--- src/design/wfau_pkg.sv ---
// Shared types and constants for the wide float arithmetic unit.
// Depends on nothing; every other design file imports it.
`default_nettype none

package wfau_pkg;

  localparam int EXP_W     = 40;
  localparam int IO_EXP_W  = 32;
  localparam int IO_MANT_W = 64;

  typedef enum logic [2:0] {
    OP_ADD = 3'd0,
    OP_SUB = 3'd1,
    OP_MUL = 3'd2,
    OP_DIV = 3'd3,
    OP_CMP = 3'd4,
    OP_NEG = 3'd5,
    OP_ABS = 3'd6
  } op_e;

  typedef enum logic [1:0] {
    ST_OK   = 2'd0,
    ST_DIVZ = 2'd1,
    ST_OVF  = 2'd2
  } status_e;

  localparam logic [1:0] ORD_LT = 2'b11;
  localparam logic [1:0] ORD_EQ = 2'b00;
  localparam logic [1:0] ORD_GT = 2'b01;

  typedef struct packed {
    logic       sign;
    status_e    status;
    logic [1:0] order;
  } meta_t;

endpackage

`default_nettype wire

--- src/design/wfau_unpack.sv ---
// Operand unpack: mask the mantissa, count leading zeros and left-justify it.
// Depends on wfau_pkg.
`default_nettype none

module wfau_unpack #(
  parameter int MANT_BITS = 64
) (
  input  logic                                    sign_i,
  input  logic signed [wfau_pkg::IO_EXP_W-1:0]    exp_i,
  input  logic        [wfau_pkg::IO_MANT_W-1:0]   mant_i,
  output logic                                    sign_o,
  output logic signed [wfau_pkg::EXP_W-1:0]       exp_o,
  output logic        [MANT_BITS-1:0]             mant_o,
  output logic                                    zero_o
);
  import wfau_pkg::*;

  localparam int LZW = $clog2(MANT_BITS + 1);

  logic [MANT_BITS-1:0] m;
  logic [LZW-1:0]       lz;

  always_comb begin
    m  = mant_i[MANT_BITS-1:0];
    lz = LZW'(MANT_BITS);
    for (int i = 0; i < MANT_BITS; i++) begin
      if (m[i]) lz = LZW'(MANT_BITS - 1 - i);
    end
  end

  assign sign_o = sign_i;
  assign mant_o = m << lz;
  assign exp_o  = EXP_W'(exp_i) - EXP_W'(lz);
  assign zero_o = (m == '0);

endmodule

`default_nettype wire

--- config.mk ---
export PLATFORM = sky130hd
export DESIGN_NAME = wfau_unpack
export DESIGN_NICKNAME = d
export VERILOG_FILES = /design/src/design/wfau_pkg.sv /design/src/design/wfau_unpack.sv
export SDC_FILE = /design/constraint.sdc
export NUM_CORES = 1
export LEC_CHECK = 0
export BUFFER_PORTS_ARGS = -buffer_cell sky130_fd_sc_hd__buf_2
export CAP_MARGIN = 20
export CELL_PAD_IN_SITES_DETAIL_PLACEMENT = 1
export CELL_PAD_IN_SITES_GLOBAL_PLACEMENT = 2
export CORE_ASPECT_RATIO = 1.5
export CORE_MARGIN = 5
export CORE_UTILIZATION = 29
export DETAILED_ROUTE_END_ITERATION = 6
export PLACE_DENSITY = 0.88
export REMOVE_ABC_BUFFERS = 1
export SLEW_MARGIN = 20
export SYNTH_ARGS = -nofsm -noshare
export SYNTH_HDL_FRONTEND = slang
export SYNTH_SLANG_ARGS = --single-unit
export TNS_END_PERCENT = 1
--- constraint.sdc ---
create_clock -name vclk -period 7.1
set_clock_uncertainty 0.15 [all_clocks]
set_input_delay 0.355 -clock vclk [all_inputs]
set_output_delay 0.355 -clock vclk [all_outputs]
set_load 0.1 [all_outputs]
==> out/metrics.yaml <==
io_pins: 203
regArea_um2: 0
num_rows: 67
cts_hold_repair.buffers: 0
design.die.area_um2: 25600
dieWidth_um: 132
worst-setup-path-type: "in -> out"
post-synth-top-area-fraction_pct: 12.8
hold-worst-slack_ps: 560
netlist_area_um2: 6510
synthXorXnorAreaFrac_pct: 3.23
ys_seq_area_share_pct: 0
slew_viol_final: 0
synth_adder_area_share_pct: 1.65
portBuffers: 201
cts_repair_resize_count: 0
grt_antenna_before_repair: 0
timing.critical_path.to_type: "output pin"
post_synth_mux_area_share_pct: 19.8
n_sequential_cell: 0
synthesis.instances: 989
synth-compound-area-share_pct: 40.1
timing.critical_path.arrival_ps: 5780
post-route-period-util_pct: 88.6
total_switching_power_uw: 894
fin_area_um2: 7880
total_global_routing_overflow: 0
netlist-cell-type-count: 87
setup_fix_buffers_added_after_clock_tree_synthesis: 0
design.final.nets: 1226
clockBufferCount: 0
finalCriticalPeriod_ps: 6290
drt.antenna.violating_nets: 0
place_congestion: 0.996
viasPerCell: 6.72
clock_power_share_pct: 0
grt_max_degree: 57
coreArea_um2: 22200
vias: 9380
rsz0062_at_grt: "false"
hold_path.class: "in -> out"
finalHoldViolCount: 0
holdCritStartpoint: "sign_i"
setup-violations-final: 0
fill_cells: 2879
largest_fanout_on_the_critical_path: 35
die_height_um: 194
data_required_time_at_the_worst_endpoint_ps: 6590
startpoint: "mant_i[44]"
drt_drc_violations_left: 0
final_layout_size_suffix_gt1_share_pct: 25.3
internal_uw: 255
post-synth-top-count-cell: "sky130_fd_sc_hd__nor2_1"
synth_area_per_cell_um2: 6.58
synth_top_family_by_area: "compound AO/OA/AOI/OAI gates"
yosys-top-cells-area: "sky130_fd_sc_hd__mux2i_1 (13%), sky130_fd_sc_hd__nor2_1 (7.0%), sky130_fd_sc_hd__nand2_1 (5.8%)"
final.setup.worst_slack_ps: 811
run_status: "completed"
first_pass_grt_wire_length_um: 57500
finish.cell_count_without_fillers: 1395
routedWlPerCell_um: 27.5
grt_usage_pct: 27.5
area.growth.synth_to_final_pct: 20.9
hpwl_um: 30900
worstSetupStartpointType: "primary input"
timing.max_cap.violations: 0
vdd.ir_drop.worst_uv: 89.6
insertedDiodeCount: 0
drt_pre_antenna_iters: 6
synth-warning-count: 0
start_util_pct: 29.3
slew_headroom_pct: 20.8
cellPowerDensity_nw_per_um2: 146
synthSimpleGateAreaFrac_pct: 25.9
synth_top_area_cell: "sky130_fd_sc_hd__mux2i_1"
dp_cells: 1395
drtIter0Drc: 1008
path_cells: "buf_2, nor2_1, o31a_1, o311ai_0, o21a_1, nand2_2, inv_2, fa_1, nor2b_1, o21ai_0, nand2b_1, and2_1, o21a_1, o21ai_0, nand4_1, or4_1, nor2_1, a21o_1, buf_12"
seq_power_share_pct: 0
max_slew.worst_pin.slew_ps: 1180
combinationalPowerShare_pct: 100.0
totalWireLength_um: 38400
grt_pass1_vias: 9350
synth.top_cells.by_count: "sky130_fd_sc_hd__nor2_1 (122), sky130_fd_sc_hd__nand2_1 (100), sky130_fd_sc_hd__mux2i_1 (83), sky130_fd_sc_hd__clkbuf_1 (62), sky130_fd_sc_hd__a21oi_1 (53)"
power.static_leakage_uw: 0.00345
cp_slowest_cell: "sky130_fd_sc_hd__a21o_1"
max_stage_delay_ps: 640
setup_slack_at_placement_ps: 790
max_freq_ghz: 0.159
power.share.switching_pct: 77.8
placement_stage_cell_area_um2: 7880
-- stage by stage --
step	utilization (%)	setup TNS [ps]	power, uW
final	35.5	0	1150
after CTS	35.5	0	1130
after detailed placement	35.5	0	1130
after global placement	35.5	0	1130
after floorplan	-	-46550	820
after global routing	35.5	0	1180
-- critical path: cells and delay by family --
| family | cells | cell delay (ps) |
|---|---|---|
| adders and majority gates | 1 | 350 |
| buffers and inverters | 3 | 980 |
| and+or+nand+nor | 8 | 1690 |
| AOI/OAI and AO/OA | 7 | 2370 |
-- per-layer routing --
layer | global-route usage (%) | vias up | wire length, um
li1 | - | 4101 | -
met1 | 31.9 | 4558 | 14300
met2 | 48.5 | 571 | 18700
met3 | 3.61 | 150 | 2750
met4 | 14.9 | 0 | 2700
met5 | 0 | - | 0
-- cells in the final DEF (no fill, tap or decap), types with 8 or more instances in the layout --
cell type / count
sky130_fd_sc_hd__mux2i_1: 83
sky130_fd_sc_hd__a2bb2oi_1: 8
sky130_fd_sc_hd__mux2_2: 13
sky130_fd_sc_hd__nor2b_1: 10
sky130_fd_sc_hd__a21oi_1: 52
sky130_fd_sc_hd__buf_2: 183
sky130_fd_sc_hd__nor3_1: 28
sky130_fd_sc_hd__o22ai_1: 27
sky130_fd_sc_hd__inv_1: 24
sky130_fd_sc_hd__o211ai_1: 13
sky130_fd_sc_hd__buf_4: 31
sky130_fd_sc_hd__a211oi_1: 26
sky130_fd_sc_hd__and3_1: 9
sky130_fd_sc_hd__nor2_1: 122
sky130_fd_sc_hd__xor2_1: 11
sky130_fd_sc_hd__nand2b_1: 8
sky130_fd_sc_hd__o21ai_0: 45
sky130_fd_sc_hd__a221o_1: 9
sky130_fd_sc_hd__nor4_1: 21
sky130_fd_sc_hd__a22oi_1: 10
sky130_fd_sc_hd__o221ai_1: 16
sky130_fd_sc_hd__nand2_1: 99
sky130_fd_sc_hd__a21o_1: 8
sky130_fd_sc_hd__mux4_2: 8
sky130_fd_sc_hd__and2_1: 13
sky130_fd_sc_hd__xnor2_1: 13
sky130_fd_sc_hd__or4_1: 10
sky130_fd_sc_hd__nand3_1: 15
sky130_fd_sc_hd__buf_12: 18
sky130_fd_sc_hd__o21ai_1: 14
sky130_fd_sc_hd__a221oi_1: 23
-- area by class of cell --
cell class | count | area (um^2) | area share, %
inverters | 28 | 105 | 1.33
multi-input cells | 859 | 5920 | 75.1
well taps | 276 | 345 | 4.38
repair buffers | 232 | 1510 | 19.2
-- final timing paths --
check | endpoint | slack [ps] | cells after the start
hold / removal | sign_o | 560 | 0
setup / recovery | exp_o[34] | 810 | 19
-- power groups by stage --
| stage | clock (uW) | combinational, uW | sequential [uW] |
|---|---|---|---|
| global route | 0 | 1180 | 0 |
| finish | 0 | 1150 | 0 |
| global placement | 0 | 1130 | 0 |
| floorplan | 0 | 820 | 0 |
| detailed placement | 0 | 1130 | 0 |
| CTS | 0 | 1130 | 0 |
-- cell families (layout without fill, tap and decap cells) --
family,count (synthesis),count (layout)
xor gates and xnor gates,24,24
and+or+nand+nor,361,361
adders and majority gates,8,8
muxes,112,112
buffers and inverters,130,260
AOI/OAI and AO/OA,354,354
(Power assumes the default switching activity.)
