[src/design/wfau_pkg.sv]
// Shared types and constants for the wide float arithmetic unit.
// Depends on nothing; every other design file imports it.
`default_nettype none

package wfau_pkg;

  localparam int EXP_W     = 40;
  localparam int IO_EXP_W  = 32;
  localparam int IO_MANT_W = 64;

  typedef enum logic [2:0] {
    OP_ADD = 3'd0,
    OP_SUB = 3'd1,
    OP_MUL = 3'd2,
    OP_DIV = 3'd3,
    OP_CMP = 3'd4,
    OP_NEG = 3'd5,
    OP_ABS = 3'd6
  } op_e;

  typedef enum logic [1:0] {
    ST_OK   = 2'd0,
    ST_DIVZ = 2'd1,
    ST_OVF  = 2'd2
  } status_e;

  localparam logic [1:0] ORD_LT = 2'b11;
  localparam logic [1:0] ORD_EQ = 2'b00;
  localparam logic [1:0] ORD_GT = 2'b01;

  typedef struct packed {
    logic       sign;
    status_e    status;
    logic [1:0] order;
  } meta_t;

endpackage

`default_nettype wire

[src/design/wfau_norm.sv]
// Three-stage renormalizer: bit length, shift with guard/sticky, then
// round-half-even, carry fix, range check and the output register.
// Depends on wfau_pkg.
`default_nettype none

module wfau_norm #(
  parameter int MANT_BITS = 64
) (
  input  logic                                  clk_i,
  input  logic                                  rst_ni,
  input  logic                                  en_i,
  input  logic                                  valid_i,
  input  wfau_pkg::meta_t                       meta_i,
  input  logic signed [wfau_pkg::EXP_W-1:0]     exp_i,
  input  logic        [2*MANT_BITS-1:0]         val_i,
  output logic                                  valid_o,
  output logic                                  r_sign_o,
  output logic        [wfau_pkg::IO_EXP_W-1:0]  r_exp_o,
  output logic        [wfau_pkg::IO_MANT_W-1:0] r_mant_o,
  output logic        [1:0]                     order_o,
  output wfau_pkg::status_e                     status_o
);
  import wfau_pkg::*;

  localparam int W   = 2 * MANT_BITS;
  localparam int BLW = $clog2(W + 1);
  localparam logic signed [EXP_W-1:0] EMAX = EXP_W'(2147483647);
  localparam logic signed [EXP_W-1:0] EMIN = -EMAX - EXP_W'(1);

  logic                    v1_q, v2_q, v3_q;
  meta_t                   m1_q, m2_q;
  logic signed [EXP_W-1:0] e1_q, e2_q, e2_d, ef;
  logic [W-1:0]            val1_q;
  logic [BLW-1:0]          bl_d, bl1_q;
  logic [MANT_BITS-1:0]    mt2_q, mt2_d, mf;
  logic                    g2_q, g2_d, s2_q, s2_d, z2_q;
  logic                    sign3_q;
  logic [IO_EXP_W-1:0]     exp3_q;
  logic [MANT_BITS-1:0]    mant3_q;
  logic [1:0]              ord3_q;
  status_e                 st3_q;
  logic                    ovf;

  always_comb begin
    bl_d = '0;
    for (int i = 0; i < W; i++) begin
      if (val_i[i]) bl_d = BLW'(i + 1);
    end
  end

  always_comb begin
    logic [2*W-1:0] ext;
    logic [BLW-1:0] sr;
    ext = '0;
    sr  = '0;
    if (bl1_q > BLW'(MANT_BITS)) begin
      sr    = bl1_q - BLW'(MANT_BITS);
      ext   = {val1_q, {W{1'b0}}} >> sr;
      mt2_d = ext[W+MANT_BITS-1:W];
      g2_d  = ext[W-1];
      s2_d  = |ext[W-2:0];
    end else begin
      mt2_d = val1_q[MANT_BITS-1:0] << (BLW'(MANT_BITS) - bl1_q);
      g2_d  = 1'b0;
      s2_d  = 1'b0;
    end
    e2_d = e1_q + EXP_W'(bl1_q) - EXP_W'(MANT_BITS);
  end

  always_comb begin
    logic               inc;
    logic [MANT_BITS:0] sum;
    inc = g2_q & (s2_q | mt2_q[0]);
    sum = {1'b0, mt2_q} + (MANT_BITS + 1)'(inc);
    if (sum[MANT_BITS]) begin
      mf = {1'b1, {(MANT_BITS - 1){1'b0}}};
      ef = e2_q + EXP_W'(1);
    end else begin
      mf = sum[MANT_BITS-1:0];
      ef = e2_q;
    end
    ovf = !z2_q && ((ef > EMAX) || (ef < EMIN));
  end

  always_ff @(posedge clk_i or negedge rst_ni) begin
    if (!rst_ni) begin
      v1_q <= 1'b0;
      v2_q <= 1'b0;
      v3_q <= 1'b0;
    end else if (en_i) begin
      v1_q <= valid_i;
      v2_q <= v1_q;
      v3_q <= v2_q;
    end
  end

  always_ff @(posedge clk_i) begin
    if (en_i) begin
      m1_q   <= meta_i;
      e1_q   <= exp_i;
      val1_q <= val_i;
      bl1_q  <= bl_d;
      m2_q   <= m1_q;
      e2_q   <= e2_d;
      mt2_q  <= mt2_d;
      g2_q   <= g2_d;
      s2_q   <= s2_d;
      z2_q   <= (bl1_q == '0);
      ord3_q <= m2_q.order;
      if (z2_q || ovf) begin
        sign3_q <= 1'b0;
        exp3_q  <= '0;
        mant3_q <= '0;
        st3_q   <= ovf ? ST_OVF : m2_q.status;
      end else begin
        sign3_q <= m2_q.sign;
        exp3_q  <= ef[IO_EXP_W-1:0];
        mant3_q <= mf;
        st3_q   <= m2_q.status;
      end
    end
  end

  assign valid_o  = v3_q;
  assign r_sign_o = sign3_q;
  assign r_exp_o  = exp3_q;
  assign r_mant_o = IO_MANT_W'(mant3_q);
  assign order_o  = ord3_q;
  assign status_o = st3_q;

endmodule

`default_nettype wire

[config.mk]
export PLATFORM = sky130hd
export DESIGN_NAME = wfau_norm
export DESIGN_NICKNAME = d
export VERILOG_FILES = /design/src/design/wfau_pkg.sv /design/src/design/wfau_norm.sv
export SDC_FILE = /design/constraint.sdc
export NUM_CORES = 2
export LEC_CHECK = 0
export BUFFER_PORTS_ARGS = -buffer_cell sky130_fd_sc_hd__buf_2
export CAP_MARGIN = 20
export CELL_PAD_IN_SITES_DETAIL_PLACEMENT = 0
export CELL_PAD_IN_SITES_GLOBAL_PLACEMENT = 1
export CORE_MARGIN = 10
export CORE_UTILIZATION = 49
export DETAILED_ROUTE_END_ITERATION = 6
export PLACE_DENSITY_LB_ADDON = 0.1
export SLEW_MARGIN = 10
export SYNTH_ARGS = -nofsm -noshare
export SYNTH_HDL_FRONTEND = slang
export SYNTH_SLANG_ARGS = --single-unit
[constraint.sdc]
create_clock -name clk_i -period 4.91 [get_ports clk_i]
set_input_delay 0.2455 -clock clk_i [delete_from_list [all_inputs] [get_ports clk_i]]
set_output_delay 0.2455 -clock clk_i [all_outputs]
set_load 0.005 [all_outputs]
==> flow_metrics.tcl <==
set metrics [dict create \
    rr_endpoint "s2_q" \
    instances_no_fill 5015 \
    ys_seq_elements 397 \
    first_pass_iters 7 \
    fin_area_sq_um 42000 \
    synth_cells 3535 \
    drive_above_1_share_pct 23.9 \
    die_w_microns 288 \
    wl_per_cell_microns 32.6 \
    nNetsFinal 4253 \
    drc 2 \
    clock_sinks 397 \
    start_util_pct 49.3 \
    tightestPinTransition_ns 1.52 \
    power_per_cell_area_nw_per_um2 338 \
    cts_tree "built" \
    htreeDepth 2 \
    rsz0062_at_grt "false" \
    peakVddDrop_uv 388 \
    cts_made_buffers 42 \
    power.leakage_nw 15.7 \
    gp_congestion 1.11 \
    routed_wl_microns 164000 \
    dr.first_iter.drc_count 5531 \
    finalCritPeriodShare_pct 96.9 \
    fin_hold_ws_ns 0.0475 \
    regArea_sq_um 11900 \
    timing.fmax_mhz 210 \
    clock_latency_ns 0.64 \
    max_slew_margin_pct -1.29 \
    ff2ff_path_depth 12 \
    clock_skew_ns 0.0710 \
    ios 279 \
    start_kind "register" \
    dieArea_sq_um 82800 \
    grt_pass1_wl_microns 235000 \
    grt_overflow 0 \
    failed_checks "design-rule violations, max-slew violations" \
    synth_ff_type "edfxtp_1" \
    io_buffers 278 \
    ys_seq_area_share_pct 33.9 \
    via_per_inst 7.09 \
    vias 35500 \
    syn_to_final_growth_pct 19.5 \
    place_inst 4753 \
    synth.net_count 3766 \
    hp-class "input port to register" \
    cts_root_buf "clkbuf_16" \
    r2r-start "bl1_q[1]" \
    min_from "val_i[127]" \
    ys_warn_count 0 \
    multiInputGateArea_sq_um 21800 \
    hold_viol_final 0 \
    design.core.area_sq_um 71200 \
    hold_depth 1 \
    grt_max_degree 117 \
    grt_antenna_before_repair 8 \
    power_mw 14.2 \
    tns_ns 0 \
    outcome "complete, but fails checks" \
    dpl_cell_area_sq_um 38700 \
    syn_area_per_cell_sq_um 9.94 \
    track_usage_pct 38.2 \
    cap_violations 0 \
    first_global_vias 33800 \
    cts.reportedPaths.clkPinSlew_ns 0.07 \
    synth_cell_types 93 \
    antenna_left 0 \
    fill_cells 5886 \
    synth_enable_flop_cells 394 \
    critPathCaptureType "register" \
    core.rowCount 98 \
    slew_viol_final 3 \
    cp_data_required_time_ns 5.23 \
    min_to "bl1_q[7]" \
    ys_async_sr_fraction_pct 0.756 \
    crit_path_max_fanout 8 \
    die_y_microns 288 \
    clockBufferDepth 3 \
    dp_hpwl_microns 126000 \
    crit_arrival_ns 5.08 \
    finalSetupViolations 0 \
    period_needed_ns 4.76 \
    reg2reg_slack_ns 0.15 \
    worstSetupPathType "register to register" \
    netlist_area_sq_um 35200 \
]
registers in the layout, indices dropped and copies added, names as in the netlist, 5 cells and up:
register,flops
bl1_q,8
e1_q,40
e2_q,40
m1_q,5
m2_q,5
mt2_q,64
r_exp_o,32
r_mant_o,64
val1_q,128
cells in the final DEF, fill, tap and decap left out, types with 14 or more instances in the layout:
master	instances
inv_1	83
o21ai_1	15
nor4_1	45
a22o_1	25
a22oi_1	56
a21o_1	20
a31oi_1	27
and3_1	41
nor2_1	364
o221ai_1	21
buf_12	26
o22ai_1	74
buf_2	277
ha_1	52
dlygate4sd3_1	175
nor2b_1	28
edfxtp_1	394
nand4_1	50
mux4_2	218
mux2_2	116
o211ai_1	29
o31ai_1	19
nor3_1	81
or2_2	14
o21ai_0	150
xnor2_1	54
buf_4	214
mux2i_1	193
xor2_1	74
a21oi_1	185
and4_1	23
clkbuf_16	42
and2_1	23
a211oi_1	61
nand2_1	369
o21a_1	20
nand3_1	90
worst max-delay path, stage by stage (launching register included):
cell and delay, ns:
edfxtp_1 0.56, nor2b_1 0.94, a22oi_1 0.60, nand2_1 0.22
o221ai_1 0.28, nor4b_2 0.36, a211oi_1 0.14, a2111oi_0 0.50
buf_4 0.21, nand3_1 0.08, nor4_1 0.29, buf_4 0.16
o221ai_2 0.08
cell type report:
class	instances	area share, %
inverter	91	0.816
clock buffer	51	2.58
clock inverter	27	0.861
multi-input combinational	2797	51.9
tap	950	2.83
timing repair buffer	693	12.6
sequential	397	28.4
antenna	9	0.0536
metal layers:
metal	wire, microns	vias to the layer above	global-route usage (%)
met1	60600	17200	49.3
met5	120	-	1.13
li1	-	14800	-
met2	72500	2956	59.1
met3	21900	537	11.7
met4	8510	14	15.4
what timing repair did:
item | in CTS | in global routing
hold endpoints to repair | 176 | 0
gates resized for setup | 0 | 9
setup endpoints to repair | 0 | 4
hold buffers | 175 | 0
setup buffers | 0 | 0
Yosys cell counts, types with 14 or more instances:
master      n  area share (%)
edfxtp_1  394              34
nand2_1   369             3.9
nor2_1    365             3.9
mux4_2    218              14
mux2i_1   194             5.5
a21oi_1   185             2.6
o21ai_0   151             2.1
clkbuf_1  138             1.5
mux2_2    116             3.7
nand3_1    90             1.3
inv_1      85            0.91
nor3_1     82             1.2
xor2_1     75             1.9
o22ai_1    74             1.3
a211oi_1   61             1.3
xnor2_1    61             1.5
a22oi_1    56             1.2
ha_1       53             1.9
nand4_1    50            0.89
buf_2      46            0.65
nor4_1     45            0.80
and3_1     41            0.73
buf_4      33            0.70
nor2b_1    29            0.52
o211ai_1   29            0.62
a31oi_1    27            0.48
a22o_1     25            0.62
and2_1     23            0.41
and4_1     23            0.57
a21o_1     21            0.45
o221ai_1   21            0.52
buf_1      20            0.21
o21a_1     20            0.43
o31ai_1    19            0.41
a221oi_1   14            0.35
o21ai_1    14            0.20
or2_2      14            0.25
how the worst max path moves through the flow:
| stage | startpoint | end | slack [ns] | cells past startpoint |
|---|---|---|---|---|
| after global placement | bl1_q[0] | s2_q | -0.03 | 14 |
| final | bl1_q[1] | s2_q | 0.15 | 12 |
| after CTS | bl1_q[2] | s2_q | 0.08 | 15 |
| after floorplan | bl1_q[1] | mt2_q[63] | 0.75 | 18 |
| after global routing | bl1_q[2] | s2_q | 0.05 | 15 |
| after detailed placement | bl1_q[2] | s2_q | 0.10 | 15 |
kinds of logic after synthesis:
| group | count (synthesis) | share of synthesized area [%] |
|---|---|---|
| flops | 397 | 33.9 |
| buf+inv | 341 | 4.47 |
| xor+xnor | 136 | 3.39 |
| mux | 541 | 23.9 |
| compound gates | 864 | 16.4 |
| simple gates | 1202 | 16.0 |
| fa+ha+maj | 54 | 1.94 |
report_power, final:
group / switching [mW] / internal [mW]
combinational: 3.95 / 2.38
sequential: 0.419 / 4.12
clock: 1.46 / 1.88
metrics by stage:
stage	utilization, %	setup slack (ns)
final	58.9	0.152
after global routing	58.9	0.0539
after CTS	58.9	0.0778
after detailed placement	54.4	0.101
after global placement	54.4	-0.0255
after floorplan	-	0.749
(Power assumes the default switching activity.)
